[src/rtl/sjfq_pkg.sv]
// Package: shared constants, codes and types of the shortest-job-first queue.
`default_nettype none
package sjfq_pkg;

    localparam int QUEUE_DEPTH = 16;
    localparam int CNT_W       = $clog2(QUEUE_DEPTH + 1);
    localparam int TAG_W       = 5;
    localparam int TIME_W      = 16;
    localparam int SUM_W       = 20;
    localparam int STATUS_W    = 2;

    localparam logic [TAG_W-1:0]    POS_MAX = {TAG_W{1'b1}};
    localparam logic [SUM_W-1:0]    SUM_MAX = {SUM_W{1'b1}};

    localparam logic [STATUS_W-1:0] STATUS_OK    = 2'd0;
    localparam logic [STATUS_W-1:0] STATUS_FULL  = 2'd1;
    localparam logic [STATUS_W-1:0] STATUS_EMPTY = 2'd2;

    localparam logic KIND_ENQ = 1'b0;
    localparam logic KIND_DEQ = 1'b1;

    // controller to datapath commands
    typedef struct packed {
        logic capture;
        logic execute;
    } sjfq_cmd_t;

endpackage
`default_nettype wire

[src/rtl/sjfq_ctrl.sv]
// Controller: sequences capture, execution and the output register handshake.
`default_nettype none
module sjfq_ctrl
    import sjfq_pkg::*;
(
    input  wire       aclk,
    input  wire       aresetn,
    input  wire       s_tvalid,
    output logic      s_tready,
    output logic      m_tvalid,
    input  wire       m_tready,
    output sjfq_cmd_t cmd
);

    localparam logic ST_IDLE = 1'b0;
    localparam logic ST_EXEC = 1'b1;

    logic state_reg, state_next;
    logic out_valid_reg, out_valid_next;

    assign s_tready = (state_reg == ST_IDLE);
    assign m_tvalid = out_valid_reg;

    always_comb begin
        state_next     = state_reg;
        out_valid_next = out_valid_reg && !m_tready;
        cmd.capture    = 1'b0;
        cmd.execute    = 1'b0;
        case (state_reg)
            ST_IDLE: begin
                if (s_tvalid) begin
                    cmd.capture = 1'b1;
                    state_next  = ST_EXEC;
                end
            end
            ST_EXEC: begin
                // run only once the output register is free or being drained
                if (!out_valid_reg || m_tready) begin
                    cmd.execute    = 1'b1;
                    out_valid_next = 1'b1;
                    state_next     = ST_IDLE;
                end
            end
            default: begin
                state_next = ST_IDLE;
            end
        endcase
    end

    always_ff @(posedge aclk) begin
        if (!aresetn) begin
            state_reg     <= ST_IDLE;
            out_valid_reg <= 1'b0;
        end else begin
            state_reg     <= state_next;
            out_valid_reg <= out_valid_next;
        end
    end

endmodule
`default_nettype wire

[src/rtl/sjfq_dp.sv]
// Datapath: sorted slot array, service counters and the result register.
`default_nettype none
module sjfq_dp
    import sjfq_pkg::*;
(
    input  wire                 aclk,
    input  wire                 aresetn,
    input  sjfq_cmd_t           cmd,
    input  wire                 in_kind,
    input  wire  [TIME_W-1:0]   in_time,
    output logic [STATUS_W-1:0] out_status,
    output logic [TAG_W-1:0]    out_tag,
    output logic [TIME_W-1:0]   out_time,
    output logic [SUM_W-1:0]    out_wait_sum,
    output logic                out_late,
    output logic [TAG_W-1:0]    out_occupancy
);

    logic                kind_reg;
    logic [TIME_W-1:0]   time_reg;

    logic [TIME_W-1:0]   slot_time_reg [QUEUE_DEPTH];
    logic [TAG_W-1:0]    slot_tag_reg  [QUEUE_DEPTH];
    logic [TIME_W-1:0]   slot_time_next[QUEUE_DEPTH];
    logic [TAG_W-1:0]    slot_tag_next [QUEUE_DEPTH];

    logic [CNT_W-1:0]    count_reg, count_next;
    logic [SUM_W-1:0]    total_reg, total_next;
    logic [TAG_W-1:0]    pos_reg, pos_next;

    logic [STATUS_W-1:0] status_reg, status_next;
    logic [TAG_W-1:0]    tag_reg, tag_next;
    logic [TIME_W-1:0]   otime_reg, otime_next;
    logic [SUM_W-1:0]    sum_reg, sum_next;
    logic                late_reg, late_next;
    logic [TAG_W-1:0]    occ_reg, occ_next;

    logic [QUEUE_DEPTH-1:0] keep;
    logic [TAG_W-1:0]       new_tag;
    logic [SUM_W:0]         sum_wide;
    logic [SUM_W-1:0]       sum_sat;
    logic [TAG_W-1:0]       pos_inc;
    logic                   full;

    assign out_status    = status_reg;
    assign out_tag       = tag_reg;
    assign out_time      = otime_reg;
    assign out_wait_sum  = sum_reg;
    assign out_late      = late_reg;
    assign out_occupancy = occ_reg;

    assign full     = (count_reg == CNT_W'(QUEUE_DEPTH));
    assign new_tag  = TAG_W'(count_reg) + TAG_W'(1);
    assign sum_wide = {1'b0, total_reg} + (SUM_W+1)'(slot_time_reg[0]);
    assign sum_sat  = sum_wide[SUM_W] ? SUM_MAX : sum_wide[SUM_W-1:0];
    assign pos_inc  = (pos_reg < POS_MAX) ? pos_reg + TAG_W'(1) : pos_reg;

    // a slot keeps its job when it is occupied and not longer than the new one
    always_comb begin
        for (int i = 0; i < QUEUE_DEPTH; i++) begin
            keep[i] = (CNT_W'(i) < count_reg) && (slot_time_reg[i] <= time_reg);
        end
    end

    always_comb begin
        for (int i = 0; i < QUEUE_DEPTH; i++) begin
            slot_time_next[i] = slot_time_reg[i];
            slot_tag_next[i]  = slot_tag_reg[i];
        end
        count_next  = count_reg;
        total_next  = total_reg;
        pos_next    = pos_reg;
        status_next = status_reg;
        tag_next    = tag_reg;
        otime_next  = otime_reg;
        sum_next    = sum_reg;
        late_next   = late_reg;
        occ_next    = occ_reg;

        if (cmd.execute) begin
            status_next = STATUS_OK;
            tag_next    = '0;
            otime_next  = '0;
            sum_next    = '0;
            late_next   = 1'b0;
            occ_next    = TAG_W'(count_reg);
            if (kind_reg == KIND_ENQ) begin
                if (full) begin
                    status_next = STATUS_FULL;
                end else begin
                    // shift the tail up one slot and drop the new job in the gap
                    for (int i = 0; i < QUEUE_DEPTH; i++) begin
                        if (!keep[i]) begin
                            if (i == 0 || keep[(i == 0) ? 0 : i - 1]) begin
                                slot_time_next[i] = time_reg;
                                slot_tag_next[i]  = new_tag;
                            end else begin
                                slot_time_next[i] = slot_time_reg[(i == 0) ? 0 : i - 1];
                                slot_tag_next[i]  = slot_tag_reg[(i == 0) ? 0 : i - 1];
                            end
                        end
                    end
                    count_next = count_reg + CNT_W'(1);
                    tag_next   = new_tag;
                    occ_next   = TAG_W'(count_reg + CNT_W'(1));
                end
            end else begin
                if (count_reg == '0) begin
                    status_next = STATUS_EMPTY;
                end else begin
                    // advance every job one slot toward the head
                    for (int i = 0; i < QUEUE_DEPTH - 1; i++) begin
                        slot_time_next[i] = slot_time_reg[i + 1];
                        slot_tag_next[i]  = slot_tag_reg[i + 1];
                    end
                    count_next = count_reg - CNT_W'(1);
                    tag_next   = slot_tag_reg[0];
                    otime_next = slot_time_reg[0];
                    sum_next   = sum_sat;
                    late_next  = (slot_tag_reg[0] < pos_inc);
                    occ_next   = TAG_W'(count_reg - CNT_W'(1));
                    if (count_reg == CNT_W'(1)) begin
                        total_next = '0;
                        pos_next   = '0;
                    end else begin
                        total_next = sum_sat;
                        pos_next   = pos_inc;
                    end
                end
            end
        end
    end

    always_ff @(posedge aclk) begin
        if (cmd.capture) begin
            kind_reg <= in_kind;
            time_reg <= in_time;
        end
        for (int i = 0; i < QUEUE_DEPTH; i++) begin
            slot_time_reg[i] <= slot_time_next[i];
            slot_tag_reg[i]  <= slot_tag_next[i];
        end
        status_reg <= status_next;
        tag_reg    <= tag_next;
        otime_reg  <= otime_next;
        sum_reg    <= sum_next;
        late_reg   <= late_next;
        occ_reg    <= occ_next;
    end

    always_ff @(posedge aclk) begin
        if (!aresetn) begin
            count_reg <= '0;
            total_reg <= '0;
            pos_reg   <= '0;
        end else begin
            count_reg <= count_next;
            total_reg <= total_next;
            pos_reg   <= pos_next;
        end
    end

endmodule
`default_nettype wire

[src/rtl/shortest_job_first_queue_top.sv]
// Top level: shortest-job-first queue with stream input and result channels.
// Flow: an accepted transfer is captured, then executed once the output register is free,
// and its result is registered into m_tdata. s_tready stays low from capture until
// execute, so a new item waits for the last one; a stalled result holds execute.
// Reset: aresetn, synchronous, active low; clears occupancy, served time,
// service position and the handshake state. Slot contents are left unset.
`default_nettype none
module shortest_job_first_queue_top
    import sjfq_pkg::*;
(
    input  wire         aclk,
    input  wire         aresetn,
    input  wire         s_tvalid,
    output logic        s_tready,
    input  wire  [15:0] s_tdata,   // [15:0] job_time
    input  wire  [0:0]  s_tuser,   // [0] kind
    output logic        m_tvalid,
    input  wire         m_tready,
    output logic [47:0] m_tdata,   // [4:0] out_tag, [20:5] out_time, [40:21] wait_sum,
                                   // [41] served_late, [46:42] occupancy, [47] zero
    output logic [1:0]  m_tuser    // [1:0] status
);

    sjfq_cmd_t           cmd;
    logic [STATUS_W-1:0] status;
    logic [TAG_W-1:0]    out_tag;
    logic [TIME_W-1:0]   out_time;
    logic [SUM_W-1:0]    wait_sum;
    logic                served_late;
    logic [TAG_W-1:0]    occupancy;

    // Controller: accept one transfer, run it, hand the result to the
    // output register once that register is free.
    sjfq_ctrl u_ctrl (
        .aclk     (aclk),
        .aresetn  (aresetn),
        .s_tvalid (s_tvalid),
        .s_tready (s_tready),
        .m_tvalid (m_tvalid),
        .m_tready (m_tready),
        .cmd      (cmd)
    );

    // Datapath: all slots compare against the new time in parallel, so an
    // insert or a removal completes within the execute state.
    sjfq_dp u_dp (
        .aclk          (aclk),
        .aresetn       (aresetn),
        .cmd           (cmd),
        .in_kind       (s_tuser[0]),
        .in_time       (s_tdata[TIME_W-1:0]),
        .out_status    (status),
        .out_tag       (out_tag),
        .out_time      (out_time),
        .out_wait_sum  (wait_sum),
        .out_late      (served_late),
        .out_occupancy (occupancy)
    );

    // Pack result fields from the lowest bit up, pad to whole bytes.
    assign m_tdata = {1'b0, occupancy, served_late, wait_sum, out_time, out_tag};
    assign m_tuser = status;

endmodule
`default_nettype wire

[config.mk]
export PLATFORM = sky130hd
export DESIGN_NAME = shortest_job_first_queue_top
export DESIGN_NICKNAME = d
export VERILOG_FILES = /design/src/rtl/sjfq_pkg.sv /design/src/rtl/sjfq_ctrl.sv /design/src/rtl/sjfq_dp.sv /design/src/rtl/shortest_job_first_queue_top.sv
export SDC_FILE = /design/constraint.sdc
export NUM_CORES = 1
export LEC_CHECK = 0
export BUFFER_PORTS_ARGS = -buffer_cell sky130_fd_sc_hd__buf_2
export CAP_MARGIN = 15
export CORE_MARGIN = 10
export CORE_UTILIZATION = 38
export CTS_BUF_LIST = sky130_fd_sc_hd__clkbuf_8
export DETAILED_ROUTE_END_ITERATION = 16
export GPL_TIMING_DRIVEN = 0
export SETUP_SLACK_MARGIN = 0.5
export SLEW_MARGIN = 0
export SYNTH_ARGS = -nofsm -noshare
export SYNTH_HDL_FRONTEND = slang
export SYNTH_HIERARCHICAL = 1
export SYNTH_SLANG_ARGS = --single-unit
[constraint.sdc]
create_clock -name aclk -period 6.3 [get_ports aclk]
set_clock_uncertainty 0.15 [all_clocks]
set_input_delay 0.63 -clock aclk [delete_from_list [all_inputs] [get_ports aclk]]
set_output_delay 0.63 -clock aclk [all_outputs]
set_load 0.01 [all_outputs]
==> results.md <==
Placed design:
- The HPWL after detailed placement is 76.1 mm.
- At the end of routability-driven placement, the weighted congestion stood at 0.947.
- The total placed cells including tap cells is 3712.
- The count of buffers added on input and output ports is 71.

STA:
- At the pin with the least slew margin, the transition time is 1.36 ns.
- After routing, the total negative slack on setup checks comes to 0 ns.
- The number of hold-slack violations in the final timing report is 0.
- The final-report max-slew violation count is 0.
- The share of the clock period used by the worst path after layout is 0.862.
- For the finished layout, the period the worst path requires is 5.43 ns.
- The worst slew margin relative to its limit is 0.0862.
- The highest clock frequency the design can meet is 184 MHz.
- Setup violations remaining at the end of the flow were counted as 0.
- Setup repair after global routing left no endpoint under its margin.

Setup path:
- The worst path buffer plus inverter count is 7.
- Data arrives at the worst endpoint at 5.66 ns.
- The number of cells on the critical path is 12.
- STA classifies the critical path startpoint as a flip-flop.
- For the worst flop-to-flop path, the logic depth is 12.
- The peak fanout along the critical path is 14.
- The type of destination of the critical path is a flip-flop.
- In this design, the stage delay of the slowest critical-path cell is 0.84 ns.
- The critical path startpoint is u_dp/count_reg[0].
- The critical path goes through buf_2 -> inv_1 -> clkbuf_1 -> ha_1 -> and3_1 -> clkbuf_1 -> nor2_1 -> clkbuf_1 -> clkbuf_1 -> o2111ai_1 -> nor2_2 -> buf_8.
- In this run the worst setup path terminates at u_dp/slot_time_reg[1][114].
- In this run the critical register-to-register path is launched from u_dp/count_reg[0].
- For the worst setup path, the data required time is 6.53 ns.
- Counting stages on the worst path, the most repeated cell is clkbuf_1.
- In this run the register-to-register setup slack is 0.87 ns.
- The category of the most critical setup path is flip-flop to flip-flop.
- The endpoint identified for the worst register-to-register timing path is u_dp/slot_time_reg[1][114].
- The slowest library cell on the worst path is clkbuf_1.
- The kind of cell with the highest combined delay along the critical path is buffers and inverters.

Logic synthesis:
- The cell area after synthesis is 27800 um^2.
- After synthesis the netlist holds a flip-flop and latch count of 434.
- The commonest cells after synthesis are nand2_1, edfxtp_1, ha_1.
- The most common flop cell mapped by yosys is edfxtp_1.
- By area the synthesized netlist is led by edfxtp_1, ha_1, mux2i_1.
- The largest total area in the synthesized netlist belongs to edfxtp_1.
- The fraction of registers with async set or reset after synthesis is 0.
- The total of warnings raised by yosys is 6.
- The cell count after synthesis is 2660.
- The area share of the largest cell type after synthesis is 0.434.
- The total nets after synthesis is 2963.
- A synthesized cell averages 10.5 um^2.
- nand2_1 is the most common cell in the netlist.
- Yosys mapped a number of flops with a built-in enable equal to 402.
- The sequential share of the synthesized area is 0.457.
- In this run, distinct cell masters in the synthesized netlist total 84.

Floorplan:
- The area of the core is 72800 um^2.
- The floorplan step defined a die boundary enclosing 84500 um^2.
- During I/O placement, the number of pins put on the boundary was 73.
- The effective utilization at floorplan is 0.382.
- The horizontal die dimension is 291 um.
- The die is 291 um tall.
- The initialized floorplan defines 99 standard-cell rows.

Pwr:
- The leakage power figure is 11.9 nW.
- Power comes to 7.18 mW.
- The power spent charging and discharging nets is 2.14 mW.
- The switching part of the total is 0.298.
- The power density over cell area is 227 nW/um^2.
- The internal cell power is 5.04 mW.
- Of the total power, combinational logic draws 0.154.
- The worst supply voltage drop on vdd is 144 uV.
- The share of total power dissipated in the clock network is 0.366.
- Of the total power, registers draw 0.480.

GRT:
- Summed over all layers, the global routing overflow is 0.
- The first global-routing pass estimated 150 mm of wire.
- The number of global-route vias before repair was 23400.
- In the global route stage, overall resource usage came out at 0.231.
- The initial antenna violation count was 1.
- The largest net degree at the start of global routing is 44.

Layout:
- The number of flip-flops under the largest register name is 256.
- The filler cells instantiated in the layout total 7004.
- In the final design database the tool counted 3160 nets.
- The post-layout utilization of the core is 0.435.
- The fraction of final layout cells sized beyond drive strength 1 is 0.106.
- After the flow finishes, the layout carries non-filler instances totaling 3875.
- The layout-stage area growth over the synthesis result is 13.8%.

Detailed routing:
- After detailed routing, the number of remaining DRC violations is 0.
- After detailed routing, the average wire length per cell comes to 26.2 um.
- The total routed wirelength is 101 mm.
- For this block, the via count after detailed routing is 23700.
- The first detailed-routing pass took 8 iterations.
- In this run the remaining antenna-violating nets after routing total 0.
- After the first detailed-routing iteration, the DRC count stood at 2951.
- After detailed routing, the number of vias per cell comes to 6.12.

Clocking:
- The clock tree buffer depth is 3.
- The tree built by TritonCTS fans out to 434 sinks.
- After clock tree synthesis, the clock-pin slew on the worst setup and hold paths is 0.06 ns.
- The H-tree generated during clock tree synthesis spans 3 levels.
- The clock root buffer is clkbuf_8.
- Once the clock tree was built, the setup fixing pass inserted 0 buffers.
- The number of buffers inserted during clock tree synthesis is 80.
- The TritonCTS clock tree is built.
- The clock reaches the later pin of the worst-skew pair after 0.71 ns.
- Gates resized during post-CTS repair numbered 0.

Job:
- Max-cap violations in this run came to 0.

Status:
- The run finished with clean final reports.

Hold path:
- In this run the worst hold path is classified as primary input to flip-flop.
power groups by stage:
stage	Clock, mW	Sequential [mW]	Combinational (mW)
global placement	0	3.50	0.976
finish	2.63	3.44	1.10
floorplan	0	3.44	0.667
detailed placement	0	3.49	1.06
CTS	2.68	3.44	1.07
global route	2.81	3.45	1.20
layer usage:
| metal | global-route usage | vias up | routed length [um] |
|---|---|---|---|
| met5 | 0 | - | 0 |
| met4 | 0.103 | 0 | 4420 |
| met3 | 0.0583 | 234 | 10600 |
| met2 | 0.343 | 1305 | 43400 |
| met1 | 0.312 | 11700 | 43000 |
| li1 | - | 10500 | - |
cells in the final DEF, fill, tap and decap left out, types with 26 or more instances in the layout:
master / Yosys / routed
o21ai_1: 37 / 37
nand2_1: 425 / 425
o31ai_1: 145 / 145
dfxtp_1: 32 / 32
inv_1: 49 / 70
buf_2: 19 / 90
mux2i_1: 217 / 217
nor2_1: 131 / 127
nand3_1: 54 / 54
a21oi_1: 136 / 124
o21ai_0: 132 / 132
nor2b_1: 26 / 26
clkbuf_1: 137 / 137
o211ai_1: 47 / 47
a221o_1: 28 / 28
clkbuf_8: 0 / 82
edfxtp_1: 402 / 402
nand4_1: 55 / 55
ha_1: 281 / 281
metrics by stage:
stage          instance area [um^2]  hold WS (ns)  setup WS [ns]
6_report                      31700        0.0989          0.871
5_1_grt                       31700        0.0858          0.701
4_1_cts                       31600        0.0472           1.07
3_5_place_dp                  29900         0.305           1.11
3_3_place_gp                  29400         0.295         0.0908
2_1_floorplan                 27800         0.282           2.00
timing repair:
item	in CTS	in global routing
setup endpoints to repair	0	0
hold buffers	17	0
hold endpoints to repair	17	0
tightest hold or removal path, delay by kind of cell:
kind / cells / cell delay [ns]
AO/OA/AOI/OAI: 1 / 0.06
AND/OR/NAND/NOR: 1 / 0.13
buffers and inverters: 1 / 0.08
worst min path at each step:
stage,slack [ns],endpoint,startpoint,depth (start not counted)
2_1_floorplan,0.28,u_dp/total_reg[0],u_dp/total_reg[0],2
3_3_place_gp,0.30,u_dp/total_reg[0],u_dp/total_reg[0],2
5_1_grt,0.09,u_ctrl/state_reg,m_tready,3
6_report,0.1,u_ctrl/state_reg,m_tready,3
3_5_place_dp,0.31,u_dp/total_reg[2],u_dp/total_reg[2],2
4_1_cts,0.05,u_ctrl/state_reg,m_tready,3
area by class of cell:
| cell class | count | area [um^2] | share of cell area |
|---|---|---|---|
| well taps | 959 | 1200 | 0.0379 |
| diodes | 1 | 2.50 | 0.0000790 |
| multi-input cells | 1998 | 14200 | 0.448 |
| clock buffers | 82 | 1130 | 0.0356 |
| plain buffers | 178 | 805 | 0.0254 |
| flip-flops and latches | 434 | 12700 | 0.401 |
| inverters | 50 | 188 | 0.00592 |
| repair buffers | 115 | 1090 | 0.0343 |
| clock inverters | 58 | 368 | 0.0116 |
cell families (layout without fill, tap and decap cells):
kind of cell	after synthesis	in the layout	synth area share
muxes	238	238	0.0865
AOI/OAI and AO/OA	656	656	0.158
xor gates and xnor gates	18	18	0.00566
and+or+nand+nor	803	803	0.130
adders and majority gates	282	282	0.127
buffers and inverters	228	483	0.0356
other	1	2	0.000135
DFF	434	434	0.457
Note: power is estimated with default switching activity, not from simulation.
